### config.mk
export PLATFORM = sky130hd
export DESIGN_NAME = gps_binary_frame_parser_unit_flat
export DESIGN_NICKNAME = d
export VERILOG_FILES = /design/src/sv/gbfp_pkg.sv /design/src/sv/gbfp_if.sv /design/src/sv/gbfp_front.sv /design/src/sv/gbfp_queue.sv /design/src/sv/gbfp_div100.sv /design/src/sv/gbfp_back.sv /design/src/sv/gps_binary_frame_parser_unit.sv /design/src/flat_wrapper.sv
export SDC_FILE = /design/constraint.sdc
export NUM_CORES = 2
export LEC_CHECK = 0
export ABC_AREA = 1
export ABC_CLOCK_PERIOD_IN_PS = 30700
export BUFFER_PORTS_ARGS = -buffer_cell sky130_fd_sc_hd__clkbuf_2
export CORE_MARGIN = 2
export CORE_UTILIZATION = 45
export CTS_CLUSTER_DIAMETER = 40
export DETAILED_ROUTE_END_ITERATION = 10
export PLACE_DENSITY = 0.66
export SLEW_MARGIN = 20
export SYNTH_ARGS = -nofsm -noshare
export SYNTH_HDL_FRONTEND = slang
export SYNTH_HIERARCHICAL = 1
export SYNTH_SLANG_ARGS = --single-unit
### constraint.sdc
create_clock -name i_clk -period 30.7 [get_ports i_clk]
set_input_delay 1.535 -clock i_clk [delete_from_list [all_inputs] [get_ports i_clk]]
set_output_delay 1.535 -clock i_clk [all_outputs]
set_load 0.03 [all_outputs]
### src/sv/gbfp_pkg.sv
package gbfp_pkg;

    localparam int unsigned FrameLen   = 32;
    localparam int unsigned CountW     = $clog2(FrameLen);
    localparam int unsigned QueueDepth = 2;

    localparam logic [7:0] SyncV16    = 8'hD0;
    localparam logic [7:0] SyncV19    = 8'hD1;
    localparam logic [7:0] SyncTwo    = 8'hDD;
    localparam logic [7:0] LenByte    = 8'(FrameLen);
    localparam logic [7:0] Fix3dPlain = 8'd3;
    localparam logic [7:0] Fix3dAug   = 8'd7;
    localparam logic [7:0] Divisor    = 8'd100;

    // floor(x / 100) == (x * Div100Magic) >> Div100Shift for any 32-bit x
    localparam logic [31:0] Div100Magic = 32'h51EB_851F;
    localparam int unsigned Div100Shift = 37;

    localparam logic VerV16 = 1'b0;
    localparam logic VerV19 = 1'b1;

    localparam int unsigned AddrW  = 3;
    localparam logic        RegVer = 1'b0;

    typedef enum logic [2:0] {
        PH_SYNC1   = 3'd0,
        PH_SYNC2   = 3'd1,
        PH_LEN     = 3'd2,
        PH_PAYLOAD = 3'd3,
        PH_CKA     = 3'd4,
        PH_CKB     = 3'd5
    } t_phase;

    typedef struct packed {
        logic        version;
        logic        fix_3d;
        logic [31:0] lat;
        logic [31:0] lon;
        logic [31:0] alt;
        logic [31:0] speed;
        logic [31:0] course;
        logic [7:0]  sats;
        logic [31:0] utc;
    } t_frame;

    typedef struct packed {
        logic valid;
        logic ready;
    } t_hs;

endpackage

### src/sv/gbfp_if.sv
interface gbfp_byte_if;
    logic       valid;
    logic       ready;
    logic [7:0] rx_byte;

    modport source (output valid, output rx_byte, input ready);
    modport sink (input valid, input rx_byte, output ready);
endinterface

interface gbfp_result_if;
    logic               valid;
    logic               ready;
    logic               fix_3d;
    logic signed [31:0] latitude;
    logic signed [31:0] longitude;
    logic signed [25:0] altitude_m;
    logic signed [31:0] speed_cms;
    logic signed [25:0] course_deg;
    logic [7:0]         satellite_count;
    logic [31:0]        utc_word;

    modport source (
        output valid, output fix_3d, output latitude, output longitude,
        output altitude_m, output speed_cms, output course_deg,
        output satellite_count, output utc_word, input ready
    );
    modport sink (
        input valid, input fix_3d, input latitude, input longitude,
        input altitude_m, input speed_cms, input course_deg,
        input satellite_count, input utc_word, output ready
    );
endinterface

### src/sv/gbfp_front.sv
module gbfp_front (
    input  logic                 i_clk,
    input  logic                 i_rst_n,
    input  logic                 i_version,
    gbfp_byte_if.sink            i_byte,
    input  logic                 i_space,
    output logic                 o_push,
    output gbfp_pkg::t_frame     o_frame
);

    gbfp_pkg::t_phase                r_phase, n_phase;
    logic [7:0]                      r_sum_a, n_sum_a;
    logic [7:0]                      r_sum_b, n_sum_b;
    logic [gbfp_pkg::CountW-1:0]     r_count, n_count;
    logic [7:0]                      r_store [gbfp_pkg::FrameLen];
    logic                            accept;
    logic [7:0]                      b;
    logic [7:0]                      sync1;

    assign i_byte.ready = i_space;
    assign accept       = i_byte.valid && i_space;
    assign b            = i_byte.rx_byte;
    assign sync1        = i_version ? gbfp_pkg::SyncV19 : gbfp_pkg::SyncV16;

    always_ff @(posedge i_clk) begin
        if (!i_rst_n) begin
            r_phase <= gbfp_pkg::PH_SYNC1;
            r_sum_a <= '0;
            r_sum_b <= '0;
            r_count <= '0;
        end else begin
            r_phase <= n_phase;
            r_sum_a <= n_sum_a;
            r_sum_b <= n_sum_b;
            r_count <= n_count;
        end
    end

    always_ff @(posedge i_clk) begin
        if (accept && r_phase == gbfp_pkg::PH_PAYLOAD) begin
            r_store[r_count] <= b;
        end
    end

    always_comb begin
        n_phase = r_phase;
        n_sum_a = r_sum_a;
        n_sum_b = r_sum_b;
        n_count = r_count;
        o_push  = 1'b0;
        if (accept) begin
            unique case (r_phase)
                gbfp_pkg::PH_SYNC2: begin
                    if (b == gbfp_pkg::SyncTwo) begin
                        n_phase = gbfp_pkg::PH_LEN;
                    end else begin
                        n_phase = (b == sync1) ? gbfp_pkg::PH_SYNC2 : gbfp_pkg::PH_SYNC1;
                    end
                end
                gbfp_pkg::PH_LEN: begin
                    if (b == gbfp_pkg::LenByte) begin
                        n_phase = gbfp_pkg::PH_PAYLOAD;
                        n_sum_a = b;
                        n_sum_b = b;
                        n_count = '0;
                    end else begin
                        n_phase = (b == sync1) ? gbfp_pkg::PH_SYNC2 : gbfp_pkg::PH_SYNC1;
                    end
                end
                gbfp_pkg::PH_PAYLOAD: begin
                    n_sum_a = r_sum_a + b;
                    n_sum_b = r_sum_b + n_sum_a;
                    n_count = r_count + 1'b1;
                    if (r_count == gbfp_pkg::CountW'(gbfp_pkg::FrameLen - 1)) begin
                        n_phase = gbfp_pkg::PH_CKA;
                    end
                end
                gbfp_pkg::PH_CKA: begin
                    n_phase = (b == r_sum_a) ? gbfp_pkg::PH_CKB : gbfp_pkg::PH_SYNC1;
                end
                gbfp_pkg::PH_CKB: begin
                    n_phase = gbfp_pkg::PH_SYNC1;
                    o_push  = (b == r_sum_b);
                end
                default: begin
                    n_phase = (b == sync1) ? gbfp_pkg::PH_SYNC2 : gbfp_pkg::PH_SYNC1;
                end
            endcase
        end
    end

    always_comb begin
        o_frame.version = i_version;
        o_frame.fix_3d  = (r_store[21] == gbfp_pkg::Fix3dPlain) ||
                          (r_store[21] == gbfp_pkg::Fix3dAug);
        o_frame.lat     = {r_store[3], r_store[2], r_store[1], r_store[0]};
        o_frame.lon     = {r_store[7], r_store[6], r_store[5], r_store[4]};
        o_frame.alt     = {r_store[11], r_store[10], r_store[9], r_store[8]};
        o_frame.speed   = {r_store[15], r_store[14], r_store[13], r_store[12]};
        o_frame.course  = {r_store[19], r_store[18], r_store[17], r_store[16]};
        o_frame.sats    = r_store[20];
        o_frame.utc     = {r_store[29], r_store[28], r_store[27], r_store[26]};
    end

endmodule

### src/sv/gbfp_queue.sv
module gbfp_queue #(
    parameter int unsigned DEPTH = gbfp_pkg::QueueDepth
) (
    input  logic             i_clk,
    input  logic             i_rst_n,
    input  logic             i_push,
    input  gbfp_pkg::t_frame i_frame,
    output logic             o_space,
    output gbfp_pkg::t_frame o_frame,
    output gbfp_pkg::t_hs    o_pop_hs,
    input  logic             i_pop
);

    localparam int unsigned PtrW = (DEPTH > 1) ? $clog2(DEPTH) : 1;
    localparam int unsigned CntW = $clog2(DEPTH + 1);

    gbfp_pkg::t_frame  r_mem [DEPTH];
    logic [PtrW-1:0]   r_wr, n_wr;
    logic [PtrW-1:0]   r_rd, n_rd;
    logic [CntW-1:0]   r_cnt, n_cnt;
    logic              do_push, do_pop;

    assign o_space        = (r_cnt != CntW'(DEPTH));
    assign do_push        = i_push && o_space;
    assign do_pop         = i_pop && (r_cnt != '0);
    assign o_frame        = r_mem[r_rd];
    assign o_pop_hs.valid = (r_cnt != '0);
    assign o_pop_hs.ready = i_pop;

    always_comb begin
        n_wr  = r_wr;
        n_rd  = r_rd;
        n_cnt = r_cnt;
        if (do_push) begin
            n_wr = (r_wr == PtrW'(DEPTH - 1)) ? '0 : r_wr + 1'b1;
        end
        if (do_pop) begin
            n_rd = (r_rd == PtrW'(DEPTH - 1)) ? '0 : r_rd + 1'b1;
        end
        if (do_push && !do_pop) begin
            n_cnt = r_cnt + 1'b1;
        end else if (do_pop && !do_push) begin
            n_cnt = r_cnt - 1'b1;
        end
    end

    always_ff @(posedge i_clk) begin
        if (!i_rst_n) begin
            r_wr  <= '0;
            r_rd  <= '0;
            r_cnt <= '0;
        end else begin
            r_wr  <= n_wr;
            r_rd  <= n_rd;
            r_cnt <= n_cnt;
        end
    end

    always_ff @(posedge i_clk) begin
        if (do_push) begin
            r_mem[r_wr] <= i_frame;
        end
    end

endmodule

### src/sv/gbfp_div100.sv
module gbfp_div100 (
    input  logic        i_clk,
    input  logic        i_rst_n,
    input  logic        i_start,
    input  logic [31:0] i_value,
    output logic        o_done,
    output logic [25:0] o_quot
);

    logic        r_neg;
    logic [31:0] r_mag;
    logic        r_stage;
    logic        r_done;
    logic [25:0] r_quot;
    logic [63:0] prod;

    assign prod   = 64'(r_mag) * 64'(gbfp_pkg::Div100Magic);
    assign o_quot = r_neg ? (26'd0 - r_quot) : r_quot;
    assign o_done = r_done;

    always_ff @(posedge i_clk) begin
        if (!i_rst_n) begin
            r_stage <= 1'b0;
            r_done  <= 1'b0;
        end else begin
            r_stage <= i_start;
            if (i_start) begin
                r_done <= 1'b0;
            end else if (r_stage) begin
                r_done <= 1'b1;
            end
        end
    end

    always_ff @(posedge i_clk) begin
        if (i_start) begin
            r_neg <= i_value[31];
            r_mag <= i_value[31] ? (32'd0 - i_value) : i_value;
        end
        if (r_stage) begin
            r_quot <= prod[gbfp_pkg::Div100Shift +: 26];
        end
    end

endmodule

### src/sv/gbfp_back.sv
module gbfp_back (
    input  logic             i_clk,
    input  logic             i_rst_n,
    input  gbfp_pkg::t_frame i_frame,
    input  gbfp_pkg::t_hs    i_q_hs,
    output logic             o_pop,
    gbfp_result_if.source    o_result
);

    logic        r_busy;
    logic        r_out_valid;
    logic        pop;
    logic        load;
    logic        alt_done, crs_done;
    logic [25:0] alt_q, crs_q;
    logic [31:0] lat_s, lon_s;

    logic        r_fix;
    logic [31:0] r_lat, r_lon, r_speed, r_utc;
    logic [7:0]  r_sats;

    assign pop   = i_q_hs.valid && !r_busy;
    assign o_pop = pop;
    assign load  = r_busy && alt_done && crs_done && (!r_out_valid || o_result.ready);
    assign lat_s = (i_frame.version == gbfp_pkg::VerV16) ?
                   (i_frame.lat << 3) + (i_frame.lat << 1) : i_frame.lat;
    assign lon_s = (i_frame.version == gbfp_pkg::VerV16) ?
                   (i_frame.lon << 3) + (i_frame.lon << 1) : i_frame.lon;

    gbfp_div100 u_div_alt (
        .i_clk   (i_clk),
        .i_rst_n (i_rst_n),
        .i_start (pop),
        .i_value (i_frame.alt),
        .o_done  (alt_done),
        .o_quot  (alt_q)
    );

    gbfp_div100 u_div_crs (
        .i_clk   (i_clk),
        .i_rst_n (i_rst_n),
        .i_start (pop),
        .i_value (i_frame.course),
        .o_done  (crs_done),
        .o_quot  (crs_q)
    );

    always_ff @(posedge i_clk) begin
        if (!i_rst_n) begin
            r_busy      <= 1'b0;
            r_out_valid <= 1'b0;
        end else begin
            if (pop) begin
                r_busy <= 1'b1;
            end else if (load) begin
                r_busy <= 1'b0;
            end
            if (load) begin
                r_out_valid <= 1'b1;
            end else if (o_result.ready) begin
                r_out_valid <= 1'b0;
            end
        end
    end

    always_ff @(posedge i_clk) begin
        if (pop) begin
            r_fix   <= i_frame.fix_3d;
            r_lat   <= lat_s;
            r_lon   <= lon_s;
            r_speed <= i_frame.speed;
            r_sats  <= i_frame.sats;
            r_utc   <= i_frame.utc;
        end
        if (load) begin
            o_result.fix_3d          <= r_fix;
            o_result.latitude        <= r_lat;
            o_result.longitude       <= r_lon;
            o_result.altitude_m      <= alt_q;
            o_result.speed_cms       <= r_speed;
            o_result.course_deg      <= crs_q;
            o_result.satellite_count <= r_sats;
            o_result.utc_word        <= r_utc;
        end
    end

    assign o_result.valid = r_out_valid;

endmodule

### src/sv/gps_binary_frame_parser_unit.sv
// channel   dir  handshake        payload
// i_byte    in   valid/ready      rx_byte[7:0]
// o_result  out  valid/ready      fix_3d, latitude .. utc_word
// apb       in   psel/penable     protocol_version at byte address 0
//
// One byte per cycle in while the queue has space. A frame is queued at the edge
// that takes its last checksum byte; the two-stage reciprocal divide-by-100 units
// in the back end then take it, and take a new frame only once its result loads.
// Reset is synchronous; no clearing pass. Input stalls only when the frame
// queue is full; a stalled output holds one result while the next divides.
module gps_binary_frame_parser_unit #(
    parameter int unsigned QUEUE_DEPTH = gbfp_pkg::QueueDepth
) (
    input  logic                          i_clk,
    input  logic                          i_rst_n,
    gbfp_byte_if.sink                     i_byte,
    gbfp_result_if.source                 o_result,
    input  logic                          psel,
    input  logic                          penable,
    input  logic                          pwrite,
    input  logic [gbfp_pkg::AddrW-1:0]    paddr,
    input  logic [31:0]                   pwdata,
    output logic [31:0]                   prdata,
    output logic                          pready
);

    logic             r_version;
    logic             reg_sel;
    logic             q_space;
    logic             push;
    logic             pop;
    gbfp_pkg::t_frame f_frame;
    gbfp_pkg::t_frame q_frame;
    gbfp_pkg::t_hs    q_hs;

    assign pready  = 1'b1;
    assign reg_sel = (paddr[gbfp_pkg::AddrW-1] == gbfp_pkg::RegVer);
    assign prdata  = reg_sel ? {31'd0, r_version} : 32'd0;

    always_ff @(posedge i_clk) begin
        if (!i_rst_n) begin
            r_version <= gbfp_pkg::VerV19;
        end else if (psel && penable && pwrite && reg_sel) begin
            r_version <= pwdata[0];
        end
    end

    gbfp_front u_front (
        .i_clk     (i_clk),
        .i_rst_n   (i_rst_n),
        .i_version (r_version),
        .i_byte    (i_byte),
        .i_space   (q_space),
        .o_push    (push),
        .o_frame   (f_frame)
    );

    gbfp_queue #(
        .DEPTH (QUEUE_DEPTH)
    ) u_queue (
        .i_clk    (i_clk),
        .i_rst_n  (i_rst_n),
        .i_push   (push),
        .i_frame  (f_frame),
        .o_space  (q_space),
        .o_frame  (q_frame),
        .o_pop_hs (q_hs),
        .i_pop    (pop)
    );

    gbfp_back u_back (
        .i_clk    (i_clk),
        .i_rst_n  (i_rst_n),
        .i_frame  (q_frame),
        .i_q_hs   (q_hs),
        .o_pop    (pop),
        .o_result (o_result)
    );

endmodule
### src/flat_wrapper.sv
// flat-port wrapper written by rule: the top's interface ports become plain ports
module gps_binary_frame_parser_unit_flat 
#(
    parameter int unsigned QUEUE_DEPTH = gbfp_pkg::QueueDepth
)
  (i_clk, i_rst_n, psel, penable, pwrite, paddr, pwdata, prdata, pready, i_byte_valid, i_byte_rx_byte, i_byte_ready, o_result_valid, o_result_fix_3d, o_result_latitude, o_result_longitude, o_result_altitude_m, o_result_speed_cms, o_result_course_deg, o_result_satellite_count, o_result_utc_word, o_result_ready);
  gbfp_byte_if i_byte_i ();
  gbfp_result_if o_result_i ();
  input  logic i_clk;
  input  logic i_rst_n;
  input  logic psel;
  input  logic penable;
  input  logic pwrite;
  input  logic [gbfp_pkg::AddrW-1:0] paddr;
  input  logic [31:0] pwdata;
  output logic [31:0] prdata;
  output logic pready;
  input wire logic [$bits(i_byte_i.valid)-1:0] i_byte_valid;
  input wire logic [$bits(i_byte_i.rx_byte)-1:0] i_byte_rx_byte;
  output wire logic [$bits(i_byte_i.ready)-1:0] i_byte_ready;
  output wire logic [$bits(o_result_i.valid)-1:0] o_result_valid;
  output wire logic [$bits(o_result_i.fix_3d)-1:0] o_result_fix_3d;
  output wire logic [$bits(o_result_i.latitude)-1:0] o_result_latitude;
  output wire logic [$bits(o_result_i.longitude)-1:0] o_result_longitude;
  output wire logic [$bits(o_result_i.altitude_m)-1:0] o_result_altitude_m;
  output wire logic [$bits(o_result_i.speed_cms)-1:0] o_result_speed_cms;
  output wire logic [$bits(o_result_i.course_deg)-1:0] o_result_course_deg;
  output wire logic [$bits(o_result_i.satellite_count)-1:0] o_result_satellite_count;
  output wire logic [$bits(o_result_i.utc_word)-1:0] o_result_utc_word;
  input wire logic [$bits(o_result_i.ready)-1:0] o_result_ready;
  assign i_byte_i.valid = i_byte_valid;
  assign i_byte_i.rx_byte = i_byte_rx_byte;
  assign i_byte_ready = i_byte_i.ready;
  assign o_result_valid = o_result_i.valid;
  assign o_result_fix_3d = o_result_i.fix_3d;
  assign o_result_latitude = o_result_i.latitude;
  assign o_result_longitude = o_result_i.longitude;
  assign o_result_altitude_m = o_result_i.altitude_m;
  assign o_result_speed_cms = o_result_i.speed_cms;
  assign o_result_course_deg = o_result_i.course_deg;
  assign o_result_satellite_count = o_result_i.satellite_count;
  assign o_result_utc_word = o_result_i.utc_word;
  assign o_result_i.ready = o_result_ready;
  gps_binary_frame_parser_unit #(.QUEUE_DEPTH(QUEUE_DEPTH)) u_core (.i_clk(i_clk), .i_rst_n(i_rst_n), .i_byte(i_byte_i), .o_result(o_result_i), .psel(psel), .penable(penable), .pwrite(pwrite), .paddr(paddr), .pwdata(pwdata), .prdata(prdata), .pready(pready));
endmodule
# == Word-level counts from Yosys, hierarchy flattened ==
# Memory sizes are Yosys's and may differ from the RTL's. A register that Yosys moved wholly into a read port is not among the register bits.
# Cells that the tools add are included.
# classes
add_sub_neg,13
n_reduce_logical,27
multipliers,2
n_mux,35
eq_ne,16
n_bitwise,2
# ops
operator,n
$mul 32x31->63 const B,2
$add 32x32->32,2
$mux 32,2
$sub 1x32->32 const A,2
$mux 31,2
$mux 26,2
$sub 1x26->26 const A,2
$pmux 8 s2,2
$eq 8x8->1,3
$mux 1,17
$add 8x8->8,2
$pmux 3 s5,1
$logic_and 1x1->1,13
$pmux 5 s2,1
$reduce_bool 2->1,5
$eq 8x2->1 const B,1
$eq 8x3->1 const B,1
$eq 8x6->1 const B,1
$eq 8x8->1 const B,1
$mux 2,4
$mux 8,1
$eq 3x2->1 const B,2
$eq 3x3->1 const B,2
$mux 3,2
15 further kinds,22
# word_totals
output_inout_bits,224
register_bits,477
input_bits,50
wordCells,131
ram_bits,660
mem_count,2
# mem_list
name,depth,width,rd,rd_clocked_by_memory_dff,wr,line_no,source
u_core.u_queue.r_mem,2,202,1,1,1,gbfp_queue.sv:17,gbfp_pkg::t_frame r_mem [DEPTH];
u_core.u_front.r_store,32,8,26,0,1,gbfp_front.sv:15,logic [7:0] r_store [gbfp_pkg::FrameLen];

# == Logic depth before layout (Yosys ltp) ==
# depth
depth_word,8
depth_mapped,27
ltp_nobuf,27

# == Hierarchy ==
# The synthesis kept the hierarchy.
# by_module_without_submodules
module,area_per_inst_um2,cells_each,n_inst,seq_area_each_um2
gbfp_div100 (u_core.u_back.u_div_alt),22935.7,2838,1,1811.7
gbfp_div100 (u_core.u_back.u_div_crs),22683.0,2837,1,1811.7
gbfp_back,15016.9,1393,1,9829.4
gbfp_queue,14881.8,666,1,12231.7
gbfp_front,8390.5,528,1,6696.4
gps_binary_frame_parser_unit,310.3,45,1,20.0

# == Least setup slack after synthesis ==
# Ideal clock, no wire load.
# synth_timing
path_type,input to register
startpoint,in i_byte_rx_byte[0]
endpoint,mem u_core/u_queue/r_mem[0][0] in the netlist's numbering (enable)
stages,6
setup_slack_ns,19.372
required_ns,29.933
setup_time_ns,0.767
arrival_time_ns,10.560
path_buffers,0
cell_sequence,inv_1 o21ai_0 a21o_1 nor4_1 nand2_1 nor2_1
# synth_via
elab_chain_cells,6
# synth_lines
item,line_no,source
start: declaration,flat_wrapper.sv:19,input wire logic [$bits(i_byte_i.rx_byte)-1:0] i_byte_rx_byte;
$eq 8x8->1,gbfp_front.sv:83,o_push = (b == r_sum_b);
$mux 1,gbfp_front.sv:52,unique case (r_phase)
$mux 1,gbfp_front.sv:51,if (accept) begin
named net u_core.push,gps_binary_frame_parser_unit.sv:30,logic push;
$logic_and 1x1->1,gbfp_queue.sv:24,assign do_push = i_push && o_space;
$mux 1,gbfp_queue.sv:60,if (do_push) begin
$mux 1 (implied by the code),gbfp_queue.sv:61,r_mem[r_wr] <= i_frame;
end: declaration,gbfp_queue.sv:17,
# The timed path passes the listed nets, and every way through them passes these cells.

# == Worst setup path in the final report ==
# layout_timing
startpoint,reg u_core.u_back.u_div_alt.r_mag[1]
endpoint,reg u_core.u_back.u_div_alt.r_quot[24] (data pin)
# layout_via
elab_chain_cells,1
# layout_lines
item,line_no,source
start: declaration,gbfp_div100.sv:11,logic [31:0] r_mag;
start signal: assignment,gbfp_div100.sv:38,r_mag <= i_value[31] ? (32'd0 - i_value) : i_value;
$mul 32x31->63,gbfp_div100.sv:17,assign prod = 64'(r_mag) * 64'(gbfp_pkg::Div100Magic);
named net u_core.u_back.u_div_alt.prod[61],gbfp_div100.sv:15,logic [63:0] prod;
end signal: assignment,gbfp_div100.sv:41,r_quot <= prod[gbfp_pkg::Div100Shift +: 26];
end: declaration,gbfp_div100.sv:14,logic [25:0] r_quot;
# The timed path passes the listed nets, and every way through them passes these cells.
# A chain may end at the register's enable or synchronous reset.

==> flow_summary.yaml <==
run_status:
  run_status: "finished, final reports clean"
sta:
  max-slew-margin-rel: 0.226
  timing.final.crit_share: 0.242
  timing.clock.skew_ns: 0.0599
  setup_viol: 0
  timing.setup.tns_ns: 0
  worst_slack_ns: 23.26
  max_freq_mhz: 134
  final_hold_viol_count: 0
  timing_worst_slew_pin_value_ns: 1.16
  unrepaired_setup_endpoints_after_global_routing: "false"
  slew_viol_final: 0
  fin_crit_ns: 7.44
placement:
  dp.cells: 11000
  placement.io_buffers: 208
  place_congestion: 0.980
  detailedPlace.worstSlack_ns: 23.38
  place_hpwl_mm: 166
worst_hold_path:
  hold_path_startpoint: "u_core/u_back/r_speed[18]"
  hp-class: "register to register"
power_and_ir_drop:
  max-vdd-ir-drop_mv: 0.0495
  power.density_cell_area_mw_per_mm2: 36.4
  leakagePower_nw: 44.6
grt:
  overflow: 0
  grt_first_pass_wirelength_mm: 322
  first_global_vias: 56600
  grt_antenna_before_repair: 1
  pin_count_of_the_biggest_net_entering_global_routing: 166
  globalRouteTotalUtil: 0.222
layout:
  multi_input_comb_area_mm2: 0.0433
  areaGrowthSynthToFinish_pct: 10.7
  number_of_nets_in_the_layout: 10300
  area_of_all_sequential_standard_cells_mm2: 0.0324
  fraction_of_layout_cells_with_a_size_suffix_above_1: 0.101
  final_cell_count_without_fillers: 11200
  layout.filler_cells: 16700
yosys:
  number_of_warnings_issued_by_yosys: 6
  syn_inst: 8306
  synth.cell_area_mm2: 0.0842
  synth_area_per_cell_um2: 10.1
floorplanning:
  die_area_mm2: 0.191
  boundaryPins: 274
  rows: 158
  die_height_um: 437
  initial_core_util: 0.454
  design.core.area_mm2: 0.186
  die_w_um: 437
clock_network:
  tritoncts: "yes"
  later_pin_clock_latency_in_the_skew_report_ns: 0.82
  h_tree_depth: 4
  clk_path_buf_depth: 3
  clkTransAtPathRegs_ns: 0.06
  post-cts-setup-buffers: 0
  cts-hold-fix-buffers: 0
  cts-buffers-inserted: 149
  cts.sinks: 1091
  clk_root_buf: "clkbuf_16"
  cts.repair.resized: 0
routing:
  drt.antenna.violating_nets: 0
  post_drt_wl_per_cell_um: 18.6
  number_of_vias_per_cell: 4.87
  route.detailed.drc: 0
  routed_wl_mm: 209
  detailroute.via_count: 54700
  dr.pass1.iters: 8
  detailedRoute.firstIterationViolations: 3723
setup_path:
  critPathBufInv: 7
  cp_slowest_stage_delay_ns: 0.80
  path_max_fanout: 9
  cp_top_family: "adder cells"
  critPathKind: "register to register"
  worstSetupStartpoint: "u_core/u_back/u_div_alt/r_mag[1]"
  setup.worst_path.start_class: "register"
  crit_path_cell_trace: "inv_1 > fa_1 > inv_1 > ha_1 > fa_1 > inv_1 > fa_1 > inv_1 > fa_1 > fa_1 > fa_1 > inv_1 > fa_1 > inv_1 > ha_1 > nand2_1 > nor2_2 > inv_1 > nor3_1 > nand2_1 > nand2_1 > nand2_1 > nand3_1 > nand2_1"
  cp_data_required_time_ns: 31.17
  worst_r2r_src: "u_core/u_back/u_div_alt/r_mag[1]"
  worst_setup_path_end_kind: "register"
  data_arrival_critical_path_ns: 7.91
  critical_path.slowest_cell: "edfxtp_1"
job:
  cap_violations: 0
-- registers in the layout, indices dropped and copies added (netlist names), 32 cells and up, named ones only --
name,cells
u_core/u_back/o_result.utc_word,32
u_core/u_back/u_div_alt/r_mag,32
u_core/u_back/o_result.speed_cms,32
u_core/u_back/u_div_crs/r_mag,32
u_core/u_back/o_result.longitude,32
u_core/u_back/o_result.latitude,32
u_core/u_back/r_lon,32
u_core/u_queue/r_mem,404
u_core/u_back/r_lat,32
u_core/u_back/r_utc,32
u_core/u_front/r_store,207
u_core/u_back/r_speed,32
-- worst paths after layout --
check / slack, ns / cells after the start / to
setup / recovery: 23.26 / 24 / u_core/u_back/u_div_alt/r_quot[24]
hold / removal: 0.41 / 0 / u_core/u_back/o_result.speed_cms[18]
setup reg to reg: 23.26 / 24 / u_core/u_back/u_div_alt/r_quot[24]
hold reg to reg: 0.41 / 0 / u_core/u_back/o_result.speed_cms[18]
-- power breakdown --
part	internal (mW)	switching [mW]	leakage, nW	total [mW]
Combinational	0.0122	0.0378	32.4	0.0500
Sequential	1.61	0.000764	9.78	1.61
Clock	1.02	0.713	2.50	1.73
-- cells in the final DEF, fill, tap and decap left out, drive strengths merged, types with 36 or more instances in the layout --
cell    instances
inv          2169
nand2        1838
edfxtp       1055
ha            867
fa            782
nor2          436
clkbuf        368
nand3         284
mux2          202
a21oi         140
xor2           88
o21ai          86
clkinv         63
nor3           61
nand4          51
xnor2          40
dfxtp          36
-- cell type report --
cell class,count,area share
timing repair buffer,233,0.0136
multi-input combinational,5021,0.464
sequential,1091,0.348
inverter,2132,0.0858
clock inverter,119,0.0144
tap,2480,0.0333
antenna,1,0.0000268
clock buffer,160,0.0410
-- per-layer routing --
| layer | up-vias | share of wire | global-route usage |
|---|---|---|---|
| li1 | 26500 | - | - |
| met1 | 26500 | 0.44 | 0.296 |
| met2 | 1399 | 0.46 | 0.357 |
| met3 | 314 | 0.070 | 0.0522 |
| met4 | 2 | 0.031 | 0.0739 |
| met5 | - | 0.000053 | 0 |
-- worst register-to-register path, cell delays in order (launching register included) --
cell and delay (ns):
edfxtp_1 0.80, inv_1 0.23, fa_1 0.65, inv_1 0.07
ha_1 0.30, fa_1 0.46, inv_1 0.11, fa_1 0.43
inv_1 0.09, fa_1 0.49, fa_1 0.54, fa_1 0.55
inv_1 0.06, fa_1 0.64, inv_1 0.07, ha_1 0.33
nand2_1 0.12, nor2_2 0.22, inv_1 0.14, nor3_1 0.20
nand2_1 0.07, nand2_1 0.16, nand2_1 0.10, nand3_1 0.09
nand2_1 0.19
-- per-stage QoR --
stage / utilization / hold WS [ns] / instance area, µm² / power, mW
after floorplan: - / 0.400 / 84300 / 1.68
after global placement: 0.474 / 0.404 / 88100 / 1.69
after detailed placement: 0.474 / 0.405 / 88100 / 1.69
final: 0.502 / 0.411 / 93200 / 3.39
after global routing: 0.502 / 0.410 / 93200 / 3.50
after CTS: 0.502 / 0.406 / 93200 / 3.44
(Power assumes the default switching activity.)
